$ cat src/mcl_pkg.sv
// Shared types and constants for the mip chain layout block.
// No dependencies; used by every module of the block.
package mcl_pkg;

    localparam int MAX_LEVELS_DEF = 16;
    localparam int QUEUE_DEPTH    = 2;

    typedef enum logic [1:0] {
        FMT_NONE  = 2'd0,
        FMT_RGBA8 = 2'd1,
        FMT_BC1   = 2'd2,
        FMT_BC3   = 2'd3
    } mcl_fmt_t;

    typedef enum logic [1:0] {
        ST_OK       = 2'd0,
        ST_BAD_REQ  = 2'd1,
        ST_ROW_OVF  = 2'd2,
        ST_SHORT    = 2'd3
    } mcl_status_t;

    localparam logic [2:0] SHIFT_RGBA8 = 3'd2;
    localparam logic [2:0] SHIFT_BC1   = 3'd3;
    localparam logic [2:0] SHIFT_BC3   = 3'd4;

    typedef struct packed {
        logic [1:0]  pixel_format;
        logic [31:0] base_width;
        logic [31:0] base_height;
        logic [5:0]  level_count;
        logic [47:0] storage_bytes;
    } mcl_req_t;

    typedef struct packed {
        logic [4:0]  level_index;
        logic [31:0] level_width;
        logic [31:0] level_height;
        logic [31:0] row_bytes;
        logic [31:0] row_count;
        logic [47:0] byte_offset;
        logic [1:0]  status;
        logic        last;
    } mcl_res_t;

    // classified request handed from front to back
    typedef struct packed {
        logic        bad;
        logic        block;
        logic [2:0]  unit_shift;
        logic [31:0] width;
        logic [31:0] height;
        logic [5:0]  levels;
        logic [47:0] storage;
    } mcl_cmd_t;

    typedef enum logic [2:0] {
        B_IDLE,
        B_BAD,
        B_CALC,
        B_MUL,
        B_CHECK
    } mcl_state_t;

endpackage

$ cat src/mcl_front.sv
// Front end: accepts layout requests, classifies them and queues commands.
// Depends on mcl_pkg.
module mcl_front #(
    parameter int MAX_LEVELS = mcl_pkg::MAX_LEVELS_DEF
) (
    input  logic              clk,
    input  logic              rst_n,
    input  logic              req_valid,
    output logic              req_stall,
    input  mcl_pkg::mcl_req_t req,
    output logic              cmd_valid,
    input  logic              cmd_take,
    output mcl_pkg::mcl_cmd_t cmd
);

    localparam int PtrW = (mcl_pkg::QUEUE_DEPTH > 1) ? $clog2(mcl_pkg::QUEUE_DEPTH) : 1;
    localparam int CntW = $clog2(mcl_pkg::QUEUE_DEPTH + 1);

    mcl_pkg::mcl_cmd_t q_reg [mcl_pkg::QUEUE_DEPTH];
    logic [PtrW-1:0]   wr_ptr_reg, wr_ptr_next;
    logic [PtrW-1:0]   rd_ptr_reg, rd_ptr_next;
    logic [CntW-1:0]   cnt_reg, cnt_next;
    mcl_pkg::mcl_cmd_t new_cmd;
    logic              push, pop;

    always_comb
    begin
        new_cmd.width   = req.base_width;
        new_cmd.height  = req.base_height;
        new_cmd.levels  = req.level_count;
        new_cmd.storage = req.storage_bytes;
        new_cmd.block   = 1'b0;
        new_cmd.unit_shift = mcl_pkg::SHIFT_RGBA8;
        unique case (mcl_pkg::mcl_fmt_t'(req.pixel_format))
            mcl_pkg::FMT_NONE:  new_cmd.unit_shift = mcl_pkg::SHIFT_RGBA8;
            mcl_pkg::FMT_RGBA8: new_cmd.unit_shift = mcl_pkg::SHIFT_RGBA8;
            mcl_pkg::FMT_BC1:
            begin
                new_cmd.block      = 1'b1;
                new_cmd.unit_shift = mcl_pkg::SHIFT_BC1;
            end
            mcl_pkg::FMT_BC3:
            begin
                new_cmd.block      = 1'b1;
                new_cmd.unit_shift = mcl_pkg::SHIFT_BC3;
            end
            default: new_cmd.unit_shift = mcl_pkg::SHIFT_RGBA8;
        endcase
        new_cmd.bad = (req.pixel_format == mcl_pkg::FMT_NONE) ||
                      (req.base_width == 32'd0) || (req.base_height == 32'd0) ||
                      (req.level_count == 6'd0) ||
                      (req.level_count > 6'(MAX_LEVELS));
    end

    assign req_stall = (cnt_reg == CntW'(mcl_pkg::QUEUE_DEPTH));
    assign push      = req_valid && !req_stall;
    assign cmd_valid = (cnt_reg != '0);
    assign pop       = cmd_valid && cmd_take;
    assign cmd       = q_reg[rd_ptr_reg];

    always_comb
    begin
        wr_ptr_next = wr_ptr_reg;
        rd_ptr_next = rd_ptr_reg;
        cnt_next    = cnt_reg;
        if (push)
        begin
            wr_ptr_next = (wr_ptr_reg == PtrW'(mcl_pkg::QUEUE_DEPTH - 1)) ? '0
                                                                         : wr_ptr_reg + 1'b1;
        end
        if (pop)
        begin
            rd_ptr_next = (rd_ptr_reg == PtrW'(mcl_pkg::QUEUE_DEPTH - 1)) ? '0
                                                                         : rd_ptr_reg + 1'b1;
        end
        if (push && !pop)
        begin
            cnt_next = cnt_reg + 1'b1;
        end
        else if (pop && !push)
        begin
            cnt_next = cnt_reg - 1'b1;
        end
    end

    always_ff @(posedge clk or negedge rst_n)
    begin
        if (!rst_n)
        begin
            wr_ptr_reg <= '0;
            rd_ptr_reg <= '0;
            cnt_reg    <= '0;
        end
        else
        begin
            wr_ptr_reg <= wr_ptr_next;
            rd_ptr_reg <= rd_ptr_next;
            cnt_reg    <= cnt_next;
        end
    end

    always_ff @(posedge clk)
    begin
        if (push)
        begin
            q_reg[wr_ptr_reg] <= new_cmd;
        end
    end

endmodule

$ cat src/mcl_back.sv
// Back end: walks the mip levels of one command and drives the result register.
// Depends on mcl_pkg.
module mcl_back (
    input  logic              clk,
    input  logic              rst_n,
    input  logic              cmd_valid,
    output logic              cmd_take,
    input  mcl_pkg::mcl_cmd_t cmd,
    output logic              res_valid,
    input  logic              res_stall,
    output mcl_pkg::mcl_res_t res
);

    mcl_pkg::mcl_state_t state_reg, state_next;
    mcl_pkg::mcl_cmd_t   cmd_reg, cmd_next;
    logic [4:0]          level_reg, level_next;
    logic [5:0]          remain_reg, remain_next;
    logic [47:0]         offset_reg, offset_next;
    logic [31:0]         w_reg, w_next;
    logic [31:0]         h_reg, h_next;
    logic [31:0]         rb_reg, rb_next;
    logic [31:0]         down_reg, down_next;
    logic                ovf_reg, ovf_next;
    logic [63:0]         bytes_reg, bytes_next;
    logic                res_valid_reg, res_valid_next;
    mcl_pkg::mcl_res_t   res_reg, res_next;

    logic [31:0] w_sh, h_sh, w_lvl, h_lvl, across, down;
    logic [32:0] w_pad, h_pad;
    logic [35:0] rb_wide;
    logic [47:0] avail;
    logic        slot_free;

    assign slot_free = !res_valid_reg || !res_stall;
    assign res_valid = res_valid_reg;
    assign res       = res_reg;

    always_comb
    begin
        w_sh    = cmd_reg.width >> level_reg;
        h_sh    = cmd_reg.height >> level_reg;
        w_lvl   = (w_sh == 32'd0) ? 32'd1 : w_sh;
        h_lvl   = (h_sh == 32'd0) ? 32'd1 : h_sh;
        w_pad   = {1'b0, w_lvl} + 33'd3;
        h_pad   = {1'b0, h_lvl} + 33'd3;
        across  = cmd_reg.block ? {1'b0, w_pad[32:2]} : w_lvl;
        down    = cmd_reg.block ? {1'b0, h_pad[32:2]} : h_lvl;
        rb_wide = {4'd0, across} << cmd_reg.unit_shift;
        avail   = cmd_reg.storage - offset_reg;
    end

    always_comb
    begin
        state_next     = state_reg;
        cmd_next       = cmd_reg;
        level_next     = level_reg;
        remain_next    = remain_reg;
        offset_next    = offset_reg;
        w_next         = w_reg;
        h_next         = h_reg;
        rb_next        = rb_reg;
        down_next      = down_reg;
        ovf_next       = ovf_reg;
        bytes_next     = bytes_reg;
        res_next       = res_reg;
        res_valid_next = res_valid_reg && res_stall;
        cmd_take       = 1'b0;
        unique case (state_reg)
            mcl_pkg::B_IDLE:
            begin
                if (cmd_valid)
                begin
                    cmd_take    = 1'b1;
                    cmd_next    = cmd;
                    level_next  = '0;
                    remain_next = cmd.levels;
                    offset_next = '0;
                    state_next  = cmd.bad ? mcl_pkg::B_BAD : mcl_pkg::B_CALC;
                end
            end
            mcl_pkg::B_BAD:
            begin
                if (slot_free)
                begin
                    res_next        = '0;
                    res_next.status = mcl_pkg::ST_BAD_REQ;
                    res_next.last   = 1'b1;
                    res_valid_next  = 1'b1;
                    state_next      = mcl_pkg::B_IDLE;
                end
            end
            mcl_pkg::B_CALC:
            begin
                w_next     = w_lvl;
                h_next     = h_lvl;
                rb_next    = rb_wide[31:0];
                down_next  = down;
                ovf_next   = (rb_wide[35:32] != 4'd0);
                state_next = mcl_pkg::B_MUL;
            end
            mcl_pkg::B_MUL:
            begin
                bytes_next = rb_reg * down_reg;
                state_next = mcl_pkg::B_CHECK;
            end
            mcl_pkg::B_CHECK:
            begin
                if (slot_free)
                begin
                    res_valid_next       = 1'b1;
                    res_next             = '0;
                    res_next.level_index = level_reg;
                    res_next.last        = 1'b1;
                    if (ovf_reg)
                    begin
                        res_next.status = mcl_pkg::ST_ROW_OVF;
                        state_next      = mcl_pkg::B_IDLE;
                    end
                    else if (bytes_reg > {16'd0, avail})
                    begin
                        res_next.status = mcl_pkg::ST_SHORT;
                        state_next      = mcl_pkg::B_IDLE;
                    end
                    else
                    begin
                        res_next.level_width  = w_reg;
                        res_next.level_height = h_reg;
                        res_next.row_bytes    = rb_reg;
                        res_next.row_count    = down_reg;
                        res_next.byte_offset  = offset_reg;
                        res_next.status       = mcl_pkg::ST_OK;
                        res_next.last         = (remain_reg == 6'd1);
                        offset_next           = offset_reg + bytes_reg[47:0];
                        level_next            = level_reg + 5'd1;
                        remain_next           = remain_reg - 6'd1;
                        state_next = (remain_reg == 6'd1) ? mcl_pkg::B_IDLE
                                                          : mcl_pkg::B_CALC;
                    end
                end
            end
            default: state_next = mcl_pkg::B_IDLE;
        endcase
    end

    always_ff @(posedge clk or negedge rst_n)
    begin
        if (!rst_n)
        begin
            state_reg     <= mcl_pkg::B_IDLE;
            level_reg     <= '0;
            remain_reg    <= '0;
            offset_reg    <= '0;
            res_valid_reg <= 1'b0;
        end
        else
        begin
            state_reg     <= state_next;
            level_reg     <= level_next;
            remain_reg    <= remain_next;
            offset_reg    <= offset_next;
            res_valid_reg <= res_valid_next;
        end
    end

    always_ff @(posedge clk)
    begin
        cmd_reg   <= cmd_next;
        w_reg     <= w_next;
        h_reg     <= h_next;
        rb_reg    <= rb_next;
        down_reg  <= down_next;
        ovf_reg   <= ovf_next;
        bytes_reg <= bytes_next;
        res_reg   <= res_next;
    end

endmodule

$ cat src/mip_chain_layout.sv
// Top level of the mip chain layout block: request queue front, level walker back.
// Depends on mcl_pkg, mcl_front and mcl_back.
//
//   channel  | handshake            | word
//   ---------+----------------------+--------------------------
//   req      | req_valid/req_stall  | mcl_req_t, one request
//   res      | res_valid/res_stall  | mcl_res_t, one mip level
//
// In the level walker each good level passes through a compute step, a 32x32
// multiply and a storage check; a rejected request goes to a single error word.
// A two-entry command queue lets requests be taken while the walker is busy.
// Reset clears the queue, walker state and result valid.
// A stalled result holds the walker in its check (or error) step until the word is taken.
module mip_chain_layout #(
    parameter int MAX_LEVELS = mcl_pkg::MAX_LEVELS_DEF
) (
    input  logic              clk,
    input  logic              rst_n,
    input  logic              req_valid,
    output logic              req_stall,
    input  mcl_pkg::mcl_req_t req,
    output logic              res_valid,
    input  logic              res_stall,
    output mcl_pkg::mcl_res_t res
);

    logic              cmd_valid;
    logic              cmd_take;
    mcl_pkg::mcl_cmd_t cmd;

    mcl_front #(
        .MAX_LEVELS (MAX_LEVELS)
    ) u_front (
        .clk       (clk),
        .rst_n     (rst_n),
        .req_valid (req_valid),
        .req_stall (req_stall),
        .req       (req),
        .cmd_valid (cmd_valid),
        .cmd_take  (cmd_take),
        .cmd       (cmd)
    );

    mcl_back u_back (
        .clk       (clk),
        .rst_n     (rst_n),
        .cmd_valid (cmd_valid),
        .cmd_take  (cmd_take),
        .cmd       (cmd),
        .res_valid (res_valid),
        .res_stall (res_stall),
        .res       (res)
    );

endmodule
$ cat config.mk
export PLATFORM = sky130hd
export DESIGN_NAME = mip_chain_layout
export DESIGN_NICKNAME = d
export VERILOG_FILES = /design/src/mcl_pkg.sv /design/src/mcl_front.sv /design/src/mcl_back.sv /design/src/mip_chain_layout.sv
export SDC_FILE = /design/constraint.sdc
export NUM_CORES = 2
export LEC_CHECK = 0
export BUFFER_PORTS_ARGS = -buffer_cell sky130_fd_sc_hd__buf_4
export CORE_MARGIN = 1.5
export CORE_UTILIZATION = 50
export CTS_BUF_LIST = sky130_fd_sc_hd__clkbuf_8
export CTS_CLUSTER_DIAMETER = 100
export DETAILED_ROUTE_END_ITERATION = 10
export GPL_TIMING_DRIVEN = 0
export PLACE_DENSITY_LB_ADDON = 0.25
export SKIP_LAST_GASP = 1
export SYNTH_ARGS = -nofsm -noshare
export SYNTH_HDL_FRONTEND = slang
export SYNTH_SLANG_ARGS = --single-unit
$ cat constraint.sdc
create_clock -name clk -period 21.7 [get_ports clk]
set_input_delay 6.51 -clock clk [delete_from_list [all_inputs] [get_ports clk]]
set_output_delay 6.51 -clock clk [all_outputs]
set_load 0.02 [all_outputs]
Yosys cells after proc, flatten, opt, wreduce, memory -nomap -nowiden
Memory sizes are Yosys's and may differ from the RTL's.
Index checks and enable logic that the tools add are counted.
{ "word_totals": {"ramBits": 246, "n_memories": 1, "ff_bits": 560, "input_bits": 124, "output_inout_bits": 186} }
{ "memory_table": {"columns": ["memory", "words", "word_bits", "read_ports", "rd_clocked_by_memory_dff", "write_ports", "line_no", "rtl"], "rows": [
  ["u_front.q_reg", 2, 123, 1, 0, 1, "mcl_front.sv:19", "mcl_pkg::mcl_cmd_t q_reg [mcl_pkg::QUEUE_DEPTH];"]
]} }
{ "classes": {"n_eq_ne": 14, "n_shift": 3, "mux": 48, "reduce_logical": 34, "magnitude_cmp": 2, "n_mul": 1, "add_sub_neg": 10} }
{ "op_table": {"columns": ["operator", "n"], "rows": [
  ["two-way mux 184 bit", 2],
  ["one-hot mux 184 bit (2 select lines)", 1],
  ["two-way mux 176 bit", 2],
  ["two-way mux 48 bit", 4],
  ["logical NOT 32 bit", 4],
  ["two-way mux 32 bit", 3],
  ["one-hot mux 48 bit (2 select lines)", 1],
  ["adder 32 x 2 -> 33 bit, second input constant", 2],
  ["> comparator 64 x 48 -> 1 bit", 1],
  ["multiplier 32 x 32 -> 64 bit", 1],
  ["right shift 32 x 5 -> 32 bit", 2],
  ["adder 48 bit", 1],
  ["subtractor 48 bit", 1],
  ["left shift 32 x 3 -> 36 bit", 1],
  ["two-way mux 31 bit", 1],
  ["two-way mux 6 bit", 4],
  ["two-way mux 5 bit", 4],
  ["two-way mux 3 bit", 5],
  ["one-hot mux 3 bit (5 select lines)", 1],
  ["two-way mux 2 bit", 6],
  ["one-hot mux 6 bit (2 select lines)", 1],
  ["two-way mux 1 bit", 11],
  ["one-hot mux 5 bit (2 select lines)", 1],
  ["one-hot mux 3 bit (3 select lines)", 1],
  ["other kinds (26)", 51]
]} }

Logic depth before layout (Yosys ltp)
{ "depth": {"ltp_word": 7, "ltp_mapped": 30, "depth_no_buf": 29} }

Hierarchy
Synthesis repeated with hierarchy kept, for this count alone.
{ "hier_totals": {"cells_unflattened": 6757, "hier_area_um2": 74008.5} }
{ "by_module_without_submodules": {"columns": ["module", "seq_area_each_um2", "cells_each", "area_each_um2", "n_inst"], "rows": [
  ["mcl_back", 16380.7, 6325, 64513.1, 1],
  ["mcl_front", 7487.2, 432, 9495.4, 1]
]} }

Worst setup path before layout
No wires, ideal clock.
{ "synth_timing": {"path_kind": "input port to flip-flop", "start": "input res_stall", "end": "register u_back.res_reg (netlist bit u_back.res[0]) (enable)", "setup_ns": 0.791, "setup_slack_ns": 5.765, "required_ns": 20.909, "path_stages": 1, "path_buffers": 0, "arrival_time_ns": 15.144, "path_cell_list": "a21oi_1"} }
{ "synth_via": {"elab_chain_len": 4, "word_cells_on_any_way": 5} }
{ "synth_rtl": {"columns": ["element", "line_no", "rtl"], "rows": [
  ["start: declaration", "mip_chain_layout.sv:23", "input logic res_stall,"],
  ["logical NOT 1 bit (*)", "mcl_back.sv:34", "assign slot_free = !res_valid_reg || !res_stall;"],
  ["logical OR 1 bit (*)", "mcl_back.sv:34", null],
  ["inequality test 2 x 1 -> 1 bit (no line)", null, null],
  ["AND reduction 3 bit (no line) (*)", null, null],
  ["end signal: assignment", "mcl_back.sv:174", "res_reg <= res_next;"],
  ["end: declaration", "mcl_back.sv:26", "mcl_pkg::mcl_res_t res_reg, res_next;"]
]} }
Mark *: on every way between the ends. The rest lies on a longest branch, timed or not.
A chain may end at the register's enable or synchronous reset.

Worst setup path in the final report
{ "layout_timing": {"start": "register u_back.rb_reg[16]", "end": "register u_back.bytes_reg[62], data pin"} }
{ "layout_via": {"elab_chain_len": 1} }
{ "layout_rtl": {"columns": ["element", "line_no", "rtl"], "rows": [
  ["start: declaration", "mcl_back.sv:21", "logic [31:0] rb_reg, rb_next;"],
  ["start signal: assignment", "mcl_back.sv:170", "rb_reg <= rb_next;"],
  ["multiplier 32 x 32 -> 64 bit", "mcl_back.sv:103", "bytes_next = rb_reg * down_reg;"],
  ["end signal: assignment", "mcl_back.sv:173", "bytes_reg <= bytes_next;"],
  ["end: declaration", "mcl_back.sv:24", "logic [63:0] bytes_reg, bytes_next;"]
]} }
No other way between the ends.

==> impl_metrics.csv <==
group,metric,value,unit
outcome,status,"complete, no violations",
flow_run,cap_violations,0,
layout,largest_reg_flops,246,
die,die_h,389,um
synth,synth_edf_count,739,
synth,synth-xor-area-share,2.03,%
critical_path,critical_path.endpoint,"u_back.bytes_reg[62]",
grt,grt_max_degree,68,
synth,synthArstFlopShare,8.31,%
clock_network,ctsResizeCount,0,
placed_design,port_buffers,309,
synth,synth_top_area_share,29.7,%
sta,max_freq,90.5,MHz
synth,synthMuxAreaShare,6.60,%
grt,grt_pass1_wl,383,mm
synth,synth_top_area_cell,"edfxtp_1",
die,core_area,0.148,mm2
die,ioPinCount,310,
synth,netlist_instances,6856,
drt,drc,0,
sta,post-route-period-util,50.9,%
placed_design,place_congestion,1.03,
critical_path,r2r_slack,10650,ps
die,start_util,50.4,%
layout,n_fill_cell,12751,
critical_path,start_kind,"register",
die,die_x,389,um
placed_design,dp_cells,9139,
grt,grt_pass1_vias,56605,
sta,rsz0062_at_grt,"false",
sta,final-setup-viol-count,0,
synth,ys_warn_count,0,
synth,synth-seq-cells,806,
grt,grt_use_total,35.1,%
sta,period_minus_slack,11050,ps
critical_path,required,22360,ps
clock_network,cts_tree,"done",
drt,vias_per_cell,5.89,
critical_path,worstSetupPathType,"register to register",
min_path,hold_class,"register to register",
clock_network,cts_made_buffers,142,
clock_network,cts.htree.levels,4,
synth,syn_avg_cell_area,10.9,um2
placed_design,dp_hpwl,214,mm
critical_path,worstRegToRegCells,27,
sta,whs,502,ps
synth,synth_top_family_by_area,"adder cells",
critical_path,endpoint_kind,"register",
sta,clock_skew,64.2,ps
drt,drt-total-wl,263,mm
drt,wl_per_cell,28.0,um
drt,ant_nets,0,
sta,slew_headroom,4.51,%
clock_network,post-cts-setup-buffers,0,
die,die_area,0.152,mm2
critical_path,regToRegEndpoint,"u_back.bytes_reg[62]",
clock_network,root_buffer,"clkbuf_8",
synth,netlist_top_cells_count,"inv_1, fa_1, and2_1, edfxtp_1, nand2_1",
grt,gr-total-overflow,0,
clock_network,clock_path_buffers,3,
critical_path,reg2reg_from,"u_back.rb_reg[16]",
drt,dr.pass1.iters,6,
synth,synthTopCellsByArea,"edfxtp_1, fa_1, ha_1, and2_1, inv_1",
synth,synth_compound_area_share,7.33,%
synth,synth-simple-area-share,14.0,%
synth,synthFlopType,"edfxtp_1",
layout,drive_above_1_share,11.9,%
synth,syn_nets,8287,
die,rows,141,
sta,final_max_slew_viol_count,0,
drt,via_count,55363,
critical_path,arrival,11700,ps
synth,synth_fa_ha_area_share,31.0,%
critical_path,path_max_fanout,10,
synth,ys_seq_area_share,32.0,%
synth,yosysMostFrequentCell,"inv_1",
drt,drtIter0Drc,5128,
clock_network,clkSinkCount,806,
sta,hold_viol_final,0,
clock_network,clkTransAtPathRegs,60,ps
clock_network,hold_buffers,0,
layout,finalNonFillerCells,9402,
critical_path,crit_start,"u_back.rb_reg[16]",
layout,nets,8784,
synth,ys_types,102,
grt,antenna_found_initial,23,
layout,area_delta_synth_final,11.2,%
synth,syn_area,0.0746,mm2
clock_network,clk_latency,930,ps
sta,worst_pin_slew,1430,ps
==> area by class of cell <==
type	instances	area [um2]	area share, %
multi-input cells	4700	45500	54.9
flip-flops and latches	806	23900	28.8
inverters	998	3750	4.51
repair buffers	353	2950	3.56
well taps	1930	2410	2.91
clock buffers	145	2000	2.40
plain buffers	352	1520	1.84
clock inverters	111	938	1.13
diodes	7	17.5	0.0211
==> critical path, cell delays in order, from the launching register on <==
cell and delay [ps]:
edfxtp_1 760, clkbuf_1 910, and2_1 260, fa_1 450, fa_1 580, inv_1 70, fa_1 510, fa_1 520
inv_1 50, fa_1 560, fa_1 430, fa_1 500, inv_1 60, fa_1 570, inv_1 70, ha_1 380
nand4_1 130, or3_1 350, o21bai_1 190, o311ai_1 940, a21o_1 330, nand2_1 120, o31ai_1 970, a221o_1 420
a21o_1 190, o221a_2 220, o21ai_0 120, xnor2_1 140
==> kinds of logic after synthesis <==
kind of cell	count (synthesis)
AOI/OAI and AO/OA	831
buffers and inverters	1350
DFF	806
and+or+nand+nor	2026
muxes	363
adders and majority gates	1307
xor gates and xnor gates	173
==> per-stage QoR <==
stage                     cell area, um2  TNS (ps)  util, %  setup slack, ps
after floorplan                    74600         0        -             5770
after global placement             79400    -22750     53.6             -206
after detailed placement           80000         0     54.1            10650
after CTS                          83000         0     56.1            10630
after global routing               83000         0     56.1            10700
final                              83000         0     56.1            10650
==> cells in the final DEF, fill, tap and decap left out, types with 118 or more instances in the layout <==
master / count
inv_1: 1036
fa_1: 898
and2_1: 780
edfxtp_1: 739
nand2_1: 683
ha_1: 409
buf_4: 329
clkbuf_1: 287
nor2_1: 218
a21oi_1: 217
o21ai_0: 163
mux2_2: 155
clkbuf_8: 145
a21o_1: 130
mux2i_1: 118
==> worst min path at each step <==
stage	startpoint	to	slack, ps	cells past startpoint
2_1_floorplan	u_front.wr_ptr_reg	u_front.wr_ptr_reg	460	1
3_3_place_gp	u_front.wr_ptr_reg	u_front.wr_ptr_reg	480	1
3_5_place_dp	u_front.cnt_reg[1]	u_front.cnt_reg[1]	490	1
4_1_cts	u_front.cnt_reg[1]	u_front.cnt_reg[1]	500	1
5_1_grt	u_front.cnt_reg[1]	u_front.cnt_reg[1]	530	1
6_report	u_front.cnt_reg[1]	u_front.cnt_reg[1]	500	1
==> metal layers <==
metal	vias to the layer above	wire length, um	GRT usage (%)
met2	2790	118000	54.5
met4	2	14100	16.1
met5	-	20	0
met3	617	25100	8.45
li1	23738	-	-
met1	28216	106000	46.7
Power is left out: the tool's default activity adds up to more than one toggle a clock period on the data nets, which glitch-free logic cannot reach.
